**src/bba_pkg.sv**
```systemverilog
`default_nettype none
// ----------------------------------------------------------------------------
// bba_pkg
// shared types and constants for the bitmap block allocator
// ----------------------------------------------------------------------------
package bba_pkg;

    localparam int MAP_BITS  = 65536;
    localparam int WORD_W    = 32;
    localparam int WORDS     = MAP_BITS / WORD_W;
    localparam int WADDR_W   = $clog2(WORDS);
    localparam int GRP_W     = 32;
    localparam int GROUPS    = WORDS / GRP_W;
    localparam int GADDR_W   = $clog2(GROUPS);
    localparam int LIM_W     = 17;
    localparam int ID_W      = 16;
    localparam int QDEPTH    = 2;

    localparam logic [LIM_W-1:0] LIM_RESET = 17'd65534;
    localparam logic [LIM_W-1:0] LIM_MAX   = 17'd65536;

    typedef enum logic [1:0] {
        CMD_ALLOC   = 2'd0,
        CMD_REQUEST = 2'd1,
        CMD_RELEASE = 2'd2,
        CMD_TEST    = 2'd3
    } t_cmd;

    typedef enum logic [1:0] {
        ST_OK       = 2'd0,
        ST_FULL     = 2'd1,
        ST_RANGE    = 2'd2,
        ST_CONFLICT = 2'd3
    } t_status;

    // classified request from front to back
    typedef struct packed {
        t_cmd            cmd;
        logic            in_range;
        logic [ID_W-1:0] id;
    } t_req;

    typedef enum logic [2:0] {
        S_IDLE,
        S_CLEAR,
        S_SUM_RD,
        S_SUM_CHK,
        S_MAP_RD,
        S_MAP_CHK,
        S_WRITE,
        S_DONE
    } t_state;

    function automatic logic [4:0] first_zero(input logic [WORD_W-1:0] w);
        logic [4:0] r;
        r = '0;
        for (int i = WORD_W - 1; i >= 0; i--) begin
            if (!w[i]) r = 5'(i);
        end
        return r;
    endfunction

endpackage
`default_nettype wire

```
**src/bba_front.sv**
```systemverilog
`default_nettype none
// ----------------------------------------------------------------------------
// bba_front
// accepts requests, checks range and queues them for the back end
// ----------------------------------------------------------------------------
module bba_front (
    input  wire                       i_clk,
    input  wire                       i_rst_n,
    input  wire                       i_valid,
    output logic                      o_ready,
    input  wire  [1:0]                i_cmd,
    input  wire  [bba_pkg::ID_W-1:0]  i_block_id,
    input  wire  [bba_pkg::LIM_W-1:0] i_lim,
    output logic                      o_q_valid,
    input  wire                       i_q_pop,
    output bba_pkg::t_req             o_q_req
);
    bba_pkg::t_req r_q [bba_pkg::QDEPTH];
    logic [1:0] r_cnt;
    logic [1:0] n_cnt;
    logic       push;
    bba_pkg::t_req in_req;

    assign o_ready   = (r_cnt != 2'(bba_pkg::QDEPTH));
    assign push      = i_valid && o_ready;
    assign o_q_valid = (r_cnt != 2'd0);
    assign o_q_req   = r_q[0];

    always_comb begin
        in_req.cmd      = bba_pkg::t_cmd'(i_cmd);
        in_req.id       = i_block_id;
        in_req.in_range = ({1'b0, i_block_id} < i_lim);
        n_cnt = r_cnt + 2'(push) - 2'(i_q_pop);
    end

    always_ff @(posedge i_clk) begin
        if (!i_rst_n) begin
            r_cnt <= '0;
        end else begin
            r_cnt <= n_cnt;
        end
    end

    // two entry shift queue, head at index zero
    always_ff @(posedge i_clk) begin
        if (i_q_pop) begin
            if (push && r_cnt == 2'd1) r_q[0] <= in_req;
            else r_q[0] <= r_q[1];
        end else if (push && r_cnt == 2'd0) begin
            r_q[0] <= in_req;
        end
        if (push && !i_q_pop && r_cnt == 2'd1) begin
            r_q[1] <= in_req;
        end
    end
endmodule
`default_nettype wire

```
**config.mk**
```make
export PLATFORM = sky130hd
export DESIGN_NAME = bba_front
export DESIGN_NICKNAME = d
export VERILOG_FILES = /design/src/bba_pkg.sv /design/src/bba_front.sv
export SDC_FILE = /design/constraint.sdc
export NUM_CORES = 1
export LEC_CHECK = 0
export ABC_AREA = 1
export ABC_CLOCK_PERIOD_IN_PS = 2500
export BUFFER_PORTS_ARGS = -buffer_cell sky130_fd_sc_hd__buf_2
export CELL_PAD_IN_SITES_DETAIL_PLACEMENT = 0
export CELL_PAD_IN_SITES_GLOBAL_PLACEMENT = 2
export CORE_MARGIN = 4
export CORE_UTILIZATION = 28
export DETAILED_ROUTE_END_ITERATION = 6
export GPL_ROUTABILITY_DRIVEN = 0
export PLACE_DENSITY = 0.77
export SETUP_SLACK_MARGIN = 0.15
export SYNTH_ARGS = -nofsm -noshare
export SYNTH_HDL_FRONTEND = slang
export SYNTH_SLANG_ARGS = --single-unit
```
**constraint.sdc**
```tcl
create_clock -name i_clk -period 2.5 [get_ports i_clk]
set_clock_uncertainty 0.05 [all_clocks]
set_input_delay 0.125 -clock i_clk [delete_from_list [all_inputs] [get_ports i_clk]]
set_output_delay 0.125 -clock i_clk [all_outputs]
set_load 0.02 [all_outputs]
```
# After elaboration in Yosys (flattened, before gate mapping)
# Memories as Yosys holds them, arrays and structs flattened.
# Index checks and enable logic that the tools add are counted.
# totals
reg_bits	2
ram_bits	38
in_bits	39
out_inout_bits	21
memories	1
# mem_list
memory	words	width	rd	rd_ports_with_merged_regs	wr	line_no	text
r_q	2	19	2	0	1	bba_front.sv:18	bba_pkg::t_req r_q [bba_pkg::QDEPTH];
# op_classes
n_addsub	2
magnitude_cmp	1
n_eq_ne	2
muxes	16
bitwise_logic	2
reduce_logical	9
# op_table
op	n
2-to-1 mux 19 bit	3
OR reduction 19 bit	1
less-than comparator 16 x 17 -> 1 bit	1
2-to-1 mux 1 bit	13
logical AND 1 bit	5
adder 2 x 1 -> 2 bit	1
== test 2 x 1 -> 1 bit, second input constant	1
logical NOT 2 bit	1
!= test 2 bit, second input constant	1
OR 1 bit	2
nonzero test 2 bit	1
subtractor 2 x 1 -> 2 bit	1
logical NOT 1 bit	1

# Logic depth before layout (Yosys ltp)
# Gate-level depths: netlist of the first run.
# depth
depth_word	9
ltp_mapped	11

# Worst setup path after synthesis of the first run
# Ideal clock, no wire load.
# synth_timing
kind	register to register
startpoint	register r_cnt[0]
endpoint	memory r_q[0][0] (netlist bit) (enable)
setup_time_ns	0.421
arrival_time_ns	2.108
t_required_ns	2.029
setup_slack_ns	-0.079
path_stages_with_launch	5
path_buffers	0
synth_period_minus_slack_ns	2.579
path_cell_list	dfxtp_1 -> inv_1 -> nand2_1 -> nand2_1 -> o21ai_0
# synth_via
elab_chain_cells	9
word_cells_on_any_way	24
classes_between	eq/ne: 2; mux: 13; bitwise: 2; reduce/logical: 7
# synth_lines
item	line_no	text
start, declared	bba_front.sv:19	logic [1:0] r_cnt;
start signal, assigned	bba_front.sv:40	r_cnt <= n_cnt;
!= test 2 bit (*)	bba_front.sv:24	assign o_ready = (r_cnt != 2'(bba_pkg::QDEPTH));
net o_ready	bba_front.sv:10	output logic o_ready,
logical AND 1 bit (*)	bba_front.sv:25	assign push = i_valid && o_ready;
logical AND 1 bit	bba_front.sv:47	if (push && r_cnt == 2'd1) r_q[0] <= in_req;
2-to-1 mux 1 bit	bba_front.sv:47	
2-to-1 mux 1 bit	bba_front.sv:46	if (i_q_pop) begin
2-to-1 mux 1 bit (on tied branches)	bba_front.sv:47, bba_front.sv:48	
OR 1 bit (no line) (2 in a row)	n/a	
2-to-1 mux 1 bit (no line)	n/a	
end, declared	bba_front.sv:18	
# Mark *: on every way through the listed nets, which the timed path passes. The rest lies on a longest branch.

# Final worst setup path of the first run
# layout_timing
startpoint	input port i_block_id[8] (netlist bit)
endpoint	memory r_q[0][16] (netlist bit) (data pin)
# layout_via
elab_chain_cells	4
# layout_lines
item	line_no	text
start, declared	bba_front.sv:12	input wire [bba_pkg::ID_W-1:0] i_block_id,
less-than comparator 16 x 17 -> 1 bit (*)	bba_front.sv:32	in_req.in_range = ({1'b0, i_block_id} < i_lim);
2-to-1 mux 19 bit (no line) (2 in a row)	n/a	
2-to-1 mux 19 bit (no line) (*)	n/a	
# Mark *: on every way between the ends. The rest lies on a longest branch, timed or not.

==> flow_metrics.env, run 1 <==
export IMPL_h_tree_depth=2
export IMPL_multiInputGateArea_um2=687
export IMPL_finalHoldViolCount=0
export IMPL_grt_pass1_vias=1406
export IMPL_grt_pass1_wl_um=6600
export IMPL_powerDensity_mw_per_mm2=622
export IMPL_wl_per_cell_um=11.2
export IMPL_cts_tree="done"
export IMPL_final_common_cell="nand2_1"
export IMPL_coreArea_mm2=0.00741
export IMPL_required_ns=2.50
export IMPL_r2r_start="r_cnt[0]"
export IMPL_cts_resized=0
export IMPL_fin_tns_setup_ns=0
export IMPL_ys_seq_area_share_pct=54.4
export IMPL_p_leak_nw=1.33
export IMPL_cp_common_cell="nor2_1"
export IMPL_end_kind="flip-flop"
export IMPL_hp_class="in2reg"
export IMPL_reg2reg_slack_ns=0.84
export IMPL_holdCritStartpoint="i_block_id[1]"
export IMPL_ys_ff_latch=40
export IMPL_drc=0
export IMPL_relSlewSlack_pct=68.9
export IMPL_finalWirelength_um=4270
export IMPL_hold_end="r_q[0][20]"
export IMPL_fin_nets=339
export IMPL_finalNonFillerCells=382
export IMPL_num_rows=31
export IMPL_grt_antenna_before_repair=0
export IMPL_rsz0062_at_grt="false"
export IMPL_drive_gt1_share_pct=26.9
export IMPL_clock_fmax_mhz=583
export IMPL_dieHeight_um=96.1
export IMPL_diodes=0
export IMPL_dp_cells=361
export IMPL_syn_area_per_cell_um2=9.73
export IMPL_die_x_um=96.1
export IMPL_r2r_worst_path_cells=5
export IMPL_cts_reportedPaths_clkPinSlew_ns=0.07
export IMPL_r2r_end="r_q[0][1]"
export IMPL_routed_via_density=3.83
export IMPL_cts_root_buffer="clkbuf_8"
export IMPL_synthDistinctLibCells=22
export IMPL_worstPathArrival_ns=1.72
export IMPL_ir_worst_vdd_mv=0.244
export IMPL_overflow=0
export IMPL_fp_dieArea_mm2=0.00923
export IMPL_clockBufferDepth=2
export IMPL_first_iter_violations=24
export IMPL_cp_start_kind="primary input"
export IMPL_max_stage_delay_ns=0.54
export IMPL_cts_setup_buffers=0
export IMPL_utilization_pct=35.7
export IMPL_fin_crit_ns=1.72
export IMPL_seq_area_mm2=0.00118
export IMPL_syn_area_mm2=0.00217
export IMPL_start_util_pct=29.3
export IMPL_syn_instance_count=223
export IMPL_ant_nets=0
export IMPL_hpwl_um=3330
export IMPL_postCtsHoldBufs=12
export IMPL_grt_usage_pct=9.79
export IMPL_grt_start_max_net_pins=21
export IMPL_synth_warning_count=0
export IMPL_hold_depth=1
export IMPL_drv_cap=0
export IMPL_status="complete, no violations"
export IMPL_clk_latency_ns=0.29
export IMPL_num_io_pins=60
export IMPL_n_fill_cell=789
export IMPL_critPathKind="in2reg"
export IMPL_finalSetupViolCount=0
export IMPL_worstPathMaxFanout=3
export IMPL_drv_slew=0
export IMPL_synth_net_count=280
export IMPL_synthToLayoutAreaGrowth_pct=21.8
export IMPL_crit_slowest_cell="dlygate4sd3_1"
export IMPL_path_cells="dlygate4sd3_1 > buf_2 > ha_1 > nand2_1 > nor2_1 > nand3_1 > nor2_1 > nor2_1 > nand3_1 > nand2_1"
export IMPL_num_vias=1462
export IMPL_worst_pin_slew_ns=0.467
export IMPL_clock_sinks=40
export IMPL_numCtsBuffers=5
export IMPL_first_pass_iters=4
export IMPL_period_share_pct=68.7
export IMPL_final_cell_mix="84 x nand2_1, 59 x buf_2, 38 x edfxtp_1"
export IMPL_numPortBuffers=59
-- per-layer routing --
| metal | up-vias | track usage [%] | wire length [um] |
|---|---|---|---|
| li1 | 800 | - | - |
| met5 | - | 0 | 0 |
| met1 | 628 | 11.1 | 1800 |
| met3 | 7 | 1.72 | 140 |
| met2 | 27 | 17.3 | 2230 |
| met4 | 0 | 5.33 | 89 |
-- power breakdown --
group	internal (mW)	leakage (nW)	total [mW]	switching [mW]
clock network	0.189	0.0453	0.401	0.212
registers	0.827	0.381	0.853	0.0268
logic	0.141	0.903	0.390	0.249
-- cell usage after synthesis --
cell      number  share of area, %
a21boi_1       1              0.35
a21o_1         1              0.35
a21oi_1        4              0.92
and3_1         1              0.29
buf_4         20               6.9
buf_6          1              0.52
buf_8          1              0.69
dfxtp_1        2               1.8
edfxtp_1      38                53
ha_1          18                10
inv_1         32               5.5
inv_2          1              0.17
inv_4          1              0.29
nand2_1       84                15
nand2_2        2              0.58
nand2_4        1              0.52
nand3_1        2              0.46
nand3_2        1              0.46
nor2_1         8               1.4
o21ai_0        2              0.46
o21ai_2        1              0.40
xnor2_1        1              0.40
-- worst max-delay path by stage --
stage | depth (start not counted) | slack [ns] | endpoint | from
2_1_floorplan | 4 | 0.43 | r_q[0][0] | r_cnt[0]
6_report | 10 | 0.78 | r_q[0][16] | i_block_id[8]
4_1_cts | 10 | 0.75 | r_q[0][16] | i_block_id[8]
3_3_place_gp | 5 | 0.86 | r_q[0][4] | r_cnt[0]
3_5_place_dp | 5 | 0.83 | r_q[0][2] | r_cnt[0]
5_1_grt | 10 | 0.61 | r_q[0][16] | i_block_id[8]
-- state kept, by name, summed over array words and instances, names as in the netlist --
register and flops:
r_cnt 2, r_q 38
-- area by class of cell --
type / count / share of cell area (%)
flip-flops and latches: 40 / 44.7
multi-input cells: 127 / 26.0
repair buffers: 74 / 16.7
inverters: 34 / 4.92
well taps: 99 / 4.68
clock buffers: 5 / 2.60
clock inverters: 3 / 0.520
-- worst max-delay path, delay by kind of cell --
family,cells,cell delay (ns)
buffers and inverters,2,0.68
and+or+nand+nor,7,0.60
adders and majority gates,1,0.29
-- per-stage QoR --
step	total power, mW	worst slack (ns)	hold slack, ns	area, um^2
2_1_floorplan	1.18	0.433	0.173	2170
3_3_place_gp	1.25	0.860	0.269	2430
3_5_place_dp	1.25	0.829	0.273	2430
4_1_cts	1.68	0.750	0.000634	2640
5_1_grt	1.75	0.613	0.00331	2650
6_report	1.64	0.784	0.00717	2650
-- cells by family (layout without fill, tap and decap cells) --
family	count (synthesis)	count (layout)	share of synthesized area [%]
compound gates	9	9	2.48
xor+xnor	1	1	0.404
fa+ha+maj	18	18	10.4
buf+inv	56	116	14.1
flops	40	40	54.4
simple gates	99	99	18.2
Power figures use the tool's default switching activity.
==> inputs of run 2 (changes only) <==
--- a/config.mk
+++ b/config.mk
@@ -6,7 +6,7 @@
 export NUM_CORES = 1
 export LEC_CHECK = 0
 export ABC_AREA = 1
-export ABC_CLOCK_PERIOD_IN_PS = 2500
+export ABC_CLOCK_PERIOD_IN_PS = 1560
 export BUFFER_PORTS_ARGS = -buffer_cell sky130_fd_sc_hd__buf_2
 export CELL_PAD_IN_SITES_DETAIL_PLACEMENT = 0
 export CELL_PAD_IN_SITES_GLOBAL_PLACEMENT = 2
==> constraint.sdc (replaced) <==
create_clock -name i_clk -period 1.56 [get_ports i_clk]
set_clock_uncertainty 0.05 [all_clocks]
set_input_delay 0.078 -clock i_clk [delete_from_list [all_inputs] [get_ports i_clk]]
set_output_delay 0.078 -clock i_clk [all_outputs]
set_load 0.02 [all_outputs]
==> run 2 against run 1 <==
- critical path depth did not move
- worst setup slack worse by 0.66 ns
- wire length grew 4.8%
- worst hold slack improved by 0.037 ns
- combinational power is 92% higher
- critical path type is now reg2reg
- largest cell class unchanged
==> flow_metrics.env, run 2 (same netlist as run 1, synthesis figures left out) <==
export IMPL_h_tree_depth=2
export IMPL_fin_tns_setup_ns=0
export IMPL_cts_root_buffer="clkbuf_8"
export IMPL_ant_nets=0
export IMPL_place_area_mm2=0.00251
export IMPL_r2r_start="r_cnt[0]"
export IMPL_overflow=0
export IMPL_cts_tree="done"
export IMPL_die_x_um=96.1
export IMPL_clock_fmax_mhz=695
export IMPL_dieHeight_um=96.1
export IMPL_finalWirelength_um=4470
export IMPL_hold_end="r_q[0][2]"
export IMPL_final_common_cell="nand2_1"
export IMPL_grt_antenna_before_repair=0
export IMPL_start_util_pct=29.3
export IMPL_cts_reportedPaths_clkPinSlew_ns=0.07
export IMPL_relSlewSlack_pct=84.9
export IMPL_num_vias=1520
export IMPL_grt_usage_pct=10.0
export IMPL_n_fill_cell=749
export IMPL_status="complete, no violations"
export IMPL_worstPathArrival_ns=1.56
export IMPL_num_rows=31
export IMPL_clockPowerShare_pct=27.7
export IMPL_clock_sinks=40
export IMPL_p_leak_nw=1.39
export IMPL_numPortBuffers=59
export IMPL_numCtsBuffers=5
export IMPL_finalHoldViolCount=0
export IMPL_r2r_end="r_cnt[1]"
export IMPL_worst_pin_slew_ns=0.226
export IMPL_hold_depth=3
export IMPL_net_switching_power_mw=0.836
export IMPL_fin_crit_ns=1.44
export IMPL_drv_cap=0
export IMPL_powerDensity_mw_per_mm2=1030
export IMPL_r2r_worst_path_cells=10
export IMPL_fin_area_mm2=0.00285
export IMPL_grt_pass1_vias=1546
export IMPL_drive_gt1_share_pct=31.3
export IMPL_power_share_switching_pct=28.5
export IMPL_grt_start_max_net_pins=21
export IMPL_top_register="r_q"
export IMPL_wl_per_cell_um=11.4
export IMPL_clk_latency_ns=0.28
export IMPL_hp_class="in2reg"
export IMPL_finalNonFillerCells=393
export IMPL_hpwl_um=3320
export IMPL_routed_via_density=3.87
export IMPL_ir_worst_vdd_mv=0.335
export IMPL_p_int_mw=2.10
export IMPL_period_share_pct=92.2
export IMPL_rsz0062_at_grt="true"
export IMPL_cp_start_kind="flip-flop"
export IMPL_finalSetupViolCount=0
export IMPL_holdCritStartpoint="i_block_id[2]"
export IMPL_largest_register_ffs=38
export IMPL_final_cell_mix="82 x nand2_1, 59 x buf_2, 38 x edfxtp_1"
export IMPL_drc=0
export IMPL_critPathKind="reg2reg"
export IMPL_coreArea_mm2=0.00741
export IMPL_diodes=0
export IMPL_dp_cells=362
export IMPL_grt_pass1_wl_um=7060
export IMPL_power_frac_comb_pct=25.5
export IMPL_required_ns=1.68
export IMPL_seqPwrFrac_pct=46.7
export IMPL_reg_top3="r_q (38), r_cnt (2)"
export IMPL_fin_nets=350
export IMPL_num_io_pins=60
export IMPL_worstPathMaxFanout=2
export IMPL_synthToLayoutAreaGrowth_pct=31.3
export IMPL_first_iter_violations=33
export IMPL_clockBufferDepth=2
export IMPL_finalPower_mw=2.94
export IMPL_first_pass_iters=3
export IMPL_reg2reg_slack_ns=0.12
export IMPL_fp_dieArea_mm2=0.00923
export IMPL_end_kind="flip-flop"
export IMPL_drv_slew=0
==> run 2: worst max path at each step <==
stage	start	end	slack (ns)	cells past startpoint
3_5_place_dp	r_cnt[0]	r_cnt[1]	0.03	10
2_1_floorplan	r_cnt[0]	r_cnt[1]	0.05	10
6_report	r_cnt[0]	r_cnt[1]	0.12	10
4_1_cts	r_cnt[0]	r_cnt[1]	0.11	10
5_1_grt	r_cnt[0]	r_cnt[1]	0.01	10
3_3_place_gp	r_cnt[0]	r_cnt[1]	0.07	10
==> run 2: critical path, cell delays in order, from the launching register on <==
cell,delay [ns]
dfxtp_4,0.35
inv_4,0.06
nand2_4,0.05
nand2_4,0.06
inv_2,0.04
ha_4,0.25
inv_2,0.04
ha_4,0.15
xnor2_2,0.13
o21ai_1,0.11
a21oi_1,0.05
==> run 2: routing by layer <==
layer | track usage (%) | wire, um | vias up | share of wire (%)
met1 | 11.7 | 1990 | 663 | 44
met5 | 0 | 0 | - | 0
li1 | - | - | 824 | -
met4 | 4.27 | 67 | 0 | 1.5
met2 | 17.4 | 2230 | 27 | 50
met3 | 2.50 | 187 | 6 | 4.2
==> run 2: final cells by class <==
type	instances	area [um^2]	share of cell area, %
clock buffers	6	72.6	2.55
clock inverters	2	35.0	1.23
inverters	34	133	4.65
multi-input cells	128	767	26.9
flip-flops and latches	40	1190	41.7
well taps	99	124	4.35
repair buffers	84	531	18.6
==> run 2: repair_timing <==
item | 4_1_cts | 5_1_grt
setup endpoints to repair | 20 | 24
pin swaps | 6 | 1
gates cloned | 0 | 1
resized for setup | 1 | 2
hold buffers | 19 | 0
buffers inserted | 2 | 1
endpoints found under the hold margin | 20 | 0
==> run 2: metrics by stage <==
step	util (%)	setup WS, ns	hold slack, ns
after floorplan	-	0.0469	0.125
final	38.5	0.121	0.0444
after CTS	38.1	0.113	0.0399
after global routing	38.5	0.0105	0.0492
after detailed placement	33.8	0.0254	0.231
after global placement	33.8	0.0664	0.222
==> run 2: power by group through the flow <==
stage / Sequential [mW] / Combinational (mW) / Clock (mW)
2_1_floorplan: 1.40 / 0.556 / 0
4_1_cts: 1.38 / 0.740 / 0.841
3_5_place_dp: 1.41 / 0.676 / 0
5_1_grt: 1.39 / 0.841 / 0.881
6_report: 1.37 / 0.749 / 0.815
3_3_place_gp: 1.40 / 0.668 / 0
==> inputs of run 3 (changes only) <==
--- a/config.mk
+++ b/config.mk
@@ -14,7 +14,7 @@
 export CORE_UTILIZATION = 28
 export DETAILED_ROUTE_END_ITERATION = 6
 export GPL_ROUTABILITY_DRIVEN = 0
-export PLACE_DENSITY = 0.77
+export PLACE_DENSITY = 0.76
 export SETUP_SLACK_MARGIN = 0.15
 export SYNTH_ARGS = -nofsm -noshare
 export SYNTH_HDL_FRONTEND = slang
==> run 3 against run 2 <==
- wire length rose by 2.0%
- first-iteration DRC count rose by 110%
- largest cell class unchanged
- utilization fell by 0.41 points
- worst setup slack improved by 0.011 ns
- die area did not move
- worst hold slack barely moved
- cell area fell by 1.1%
- clock power fell by 22%
- register-to-register slack barely moved
- largest power group unchanged
- combinational power barely moved
- maximum frequency rose by 0.74%
==> flow_metrics.env, run 3 (same netlist as run 1, synthesis figures left out) <==
export IMPL_status="complete, no violations"
export IMPL_worstPathMaxFanout=2
export IMPL_num_rows=31
export IMPL_grtUsageMet2_pct=17.3
export IMPL_cts_root_buffer="clkbuf_8"
export IMPL_clockBufferDepth=2
export IMPL_first_iter_violations=69
export IMPL_h_tree_depth=2
export IMPL_drv_slew=0
export IMPL_numCtsBuffers=5
export IMPL_path_cells="inv_4 > nand2_4 > nand2_4 > inv_2 > ha_4 > inv_2 > ha_4 > xnor2_2 > o21ai_1 > a21oi_1"
export IMPL_start_util_pct=29.3
export IMPL_grt_util_met3_pct=2.66
export IMPL_max_stage_delay_ns=0.35
export IMPL_diodes=0
export IMPL_top_usage_layer="met2"
export IMPL_drc=0
export IMPL_final_cell_mix="82 x nand2_1, 59 x buf_2, 38 x edfxtp_1"
export IMPL_hp_class="in2reg"
export IMPL_largest_register_ffs=38
export IMPL_powerDensity_mw_per_mm2=979
export IMPL_path_delay_family="adder cells"
export IMPL_fin_nets=350
export IMPL_grt_usage_pct=10.4
export IMPL_first_pass_iters=4
export IMPL_numPortBuffers=59
export IMPL_period_share_pct=91.6
export IMPL_fin_ws_ns=0.132
export IMPL_reg_top3="r_q (38), r_cnt (2)"
export IMPL_hpwl_um=3290
export IMPL_clockPowerShare_pct=23.1
export IMPL_final_common_cell="nand2_1"
export IMPL_drive_gt1_share_pct=31.1
export IMPL_use_met1_pct=12.8
export IMPL_fin_hold_ws_ns=0.0445
export IMPL_crit_buf_inv=3
export IMPL_die_x_um=96.1
export IMPL_utilization_pct=38.1
export IMPL_overflow=0
export IMPL_clock_sinks=40
export IMPL_wl_per_cell_um=11.6
export IMPL_dp_slack_ns=0.0520
export IMPL_fin_tns_setup_ns=0
export IMPL_cp_start_kind="flip-flop"
export IMPL_cts_tree="done"
export IMPL_finalSetupViolCount=0
export IMPL_rsz0062_at_grt="true"
export IMPL_grt_start_max_net_pins=21
export IMPL_required_ns=1.68
export IMPL_finalWirelength_um=4560
export IMPL_worst_pin_slew_ns=0.225
export IMPL_fp_dieArea_mm2=0.00923
export IMPL_synthToLayoutAreaGrowth_pct=29.9
export IMPL_p_leak_nw=1.38
export IMPL_grt_antenna_before_repair=0
export IMPL_num_io_pins=60
export IMPL_finalHoldViolCount=0
export IMPL_crit_slowest_cell="dfxtp_4"
export IMPL_grt_pass1_wl_um=7180
export IMPL_dp_cells=361
export IMPL_seqPwrFrac_pct=49.7
export IMPL_clk_latency_ns=0.28
export IMPL_critPathKind="reg2reg"
export IMPL_cts_reportedPaths_clkPinSlew_ns=0.07
export IMPL_drv_cap=0
export IMPL_end_kind="flip-flop"
export IMPL_fin_crit_ns=1.43
export IMPL_coreArea_mm2=0.00741
export IMPL_ant_nets=0
export IMPL_net_switching_power_mw=0.832
export IMPL_ir_worst_vdd_mv=0.290
export IMPL_power_frac_comb_pct=27.2
export IMPL_top_register="r_q"
export IMPL_worstPathArrival_ns=1.55
export IMPL_relSlewSlack_pct=85.0
export IMPL_finalNonFillerCells=392
export IMPL_p_int_mw=1.93
export IMPL_routed_via_density=3.93
export IMPL_power_share_switching_pct=30.1
export IMPL_num_vias=1539
export IMPL_clock_fmax_mhz=700
export IMPL_grt_pass1_vias=1533
export IMPL_dieHeight_um=96.1
==> run 3: cell count changes in the layout (fill, tap and decap cells not counted), sizes merged <==
| cell | previous run | this run |
|---|---|---|
| bufinv | 1 | 0 |
==> run 3: what timing repair did <==
item,in CTS,in global routing
hold buffers,19,0
endpoints found under the hold margin,20,0
setup endpoints to repair,20,31
buffers inserted,2,2
gates cloned,0,1
gates resized for setup,2,1
pin swaps,3,1
==> run 3: final timing paths <==
check	startpoint	cells past startpoint	to	slack [ns]
worst max-delay path	r_cnt[0]	10	r_cnt[1]	0.13
worst min-delay path	i_block_id[2]	3	r_q[0][2]	0.04
worst max register to register	r_cnt[0]	10	r_cnt[1]	0.13
worst min register to register	r_q[0][26]	2	r_q[0][7]	0.47
==> run 3: routing by layer <==
layer / wire [um] / vias up / part of all wire, %
li1: - / 822 / -
met1: 1970 / 673 / 43
met2: 2290 / 40 / 50
met3: 238 / 4 / 5.2
met4: 58 / 0 / 1.3
met5: 0 / - / 0
==> run 3: worst register-to-register path, delay by kind of cell (launching register included) <==
kind / cells / cell delay (ns)
AOI/OAI and AO/OA: 2 / 0.15
DFF: 1 / 0.35
and+or+nand+nor: 2 / 0.11
adders and majority gates: 2 / 0.40
xor gates and xnor gates: 1 / 0.13
buffers and inverters: 3 / 0.13
==> run 3: power by group through the flow <==
stage / clock (mW) / combinational, mW / sequential [mW]
floorplan: 0 / 0.556 / 1.40
global placement: 0 / 0.664 / 1.40
detailed placement: 0 / 0.671 / 1.41
CTS: 0.662 / 0.738 / 1.38
global route: 0.707 / 0.849 / 1.38
finish: 0.639 / 0.750 / 1.37
==> run 3: cell type report <==
cell class                      instances  area [um^2]
Fill cell                             785         4590
Sequential cell                        40         1190
Multi-Input combinational cell        128          767
Timing Repair Buffer                   84          531
Inverter                               34          133
Tap cell                               99          124
Clock buffer                            6         72.6
Clock inverter                          1         5.00
==> run 3: through the flow <==
step                      area [um^2]  power (mW)
after floorplan                  2240        1.95
after global placement           2500        2.07
after detailed placement         2500        2.08
after CTS                        2790        2.78
after global routing             2820        2.94
final                            2820        2.76
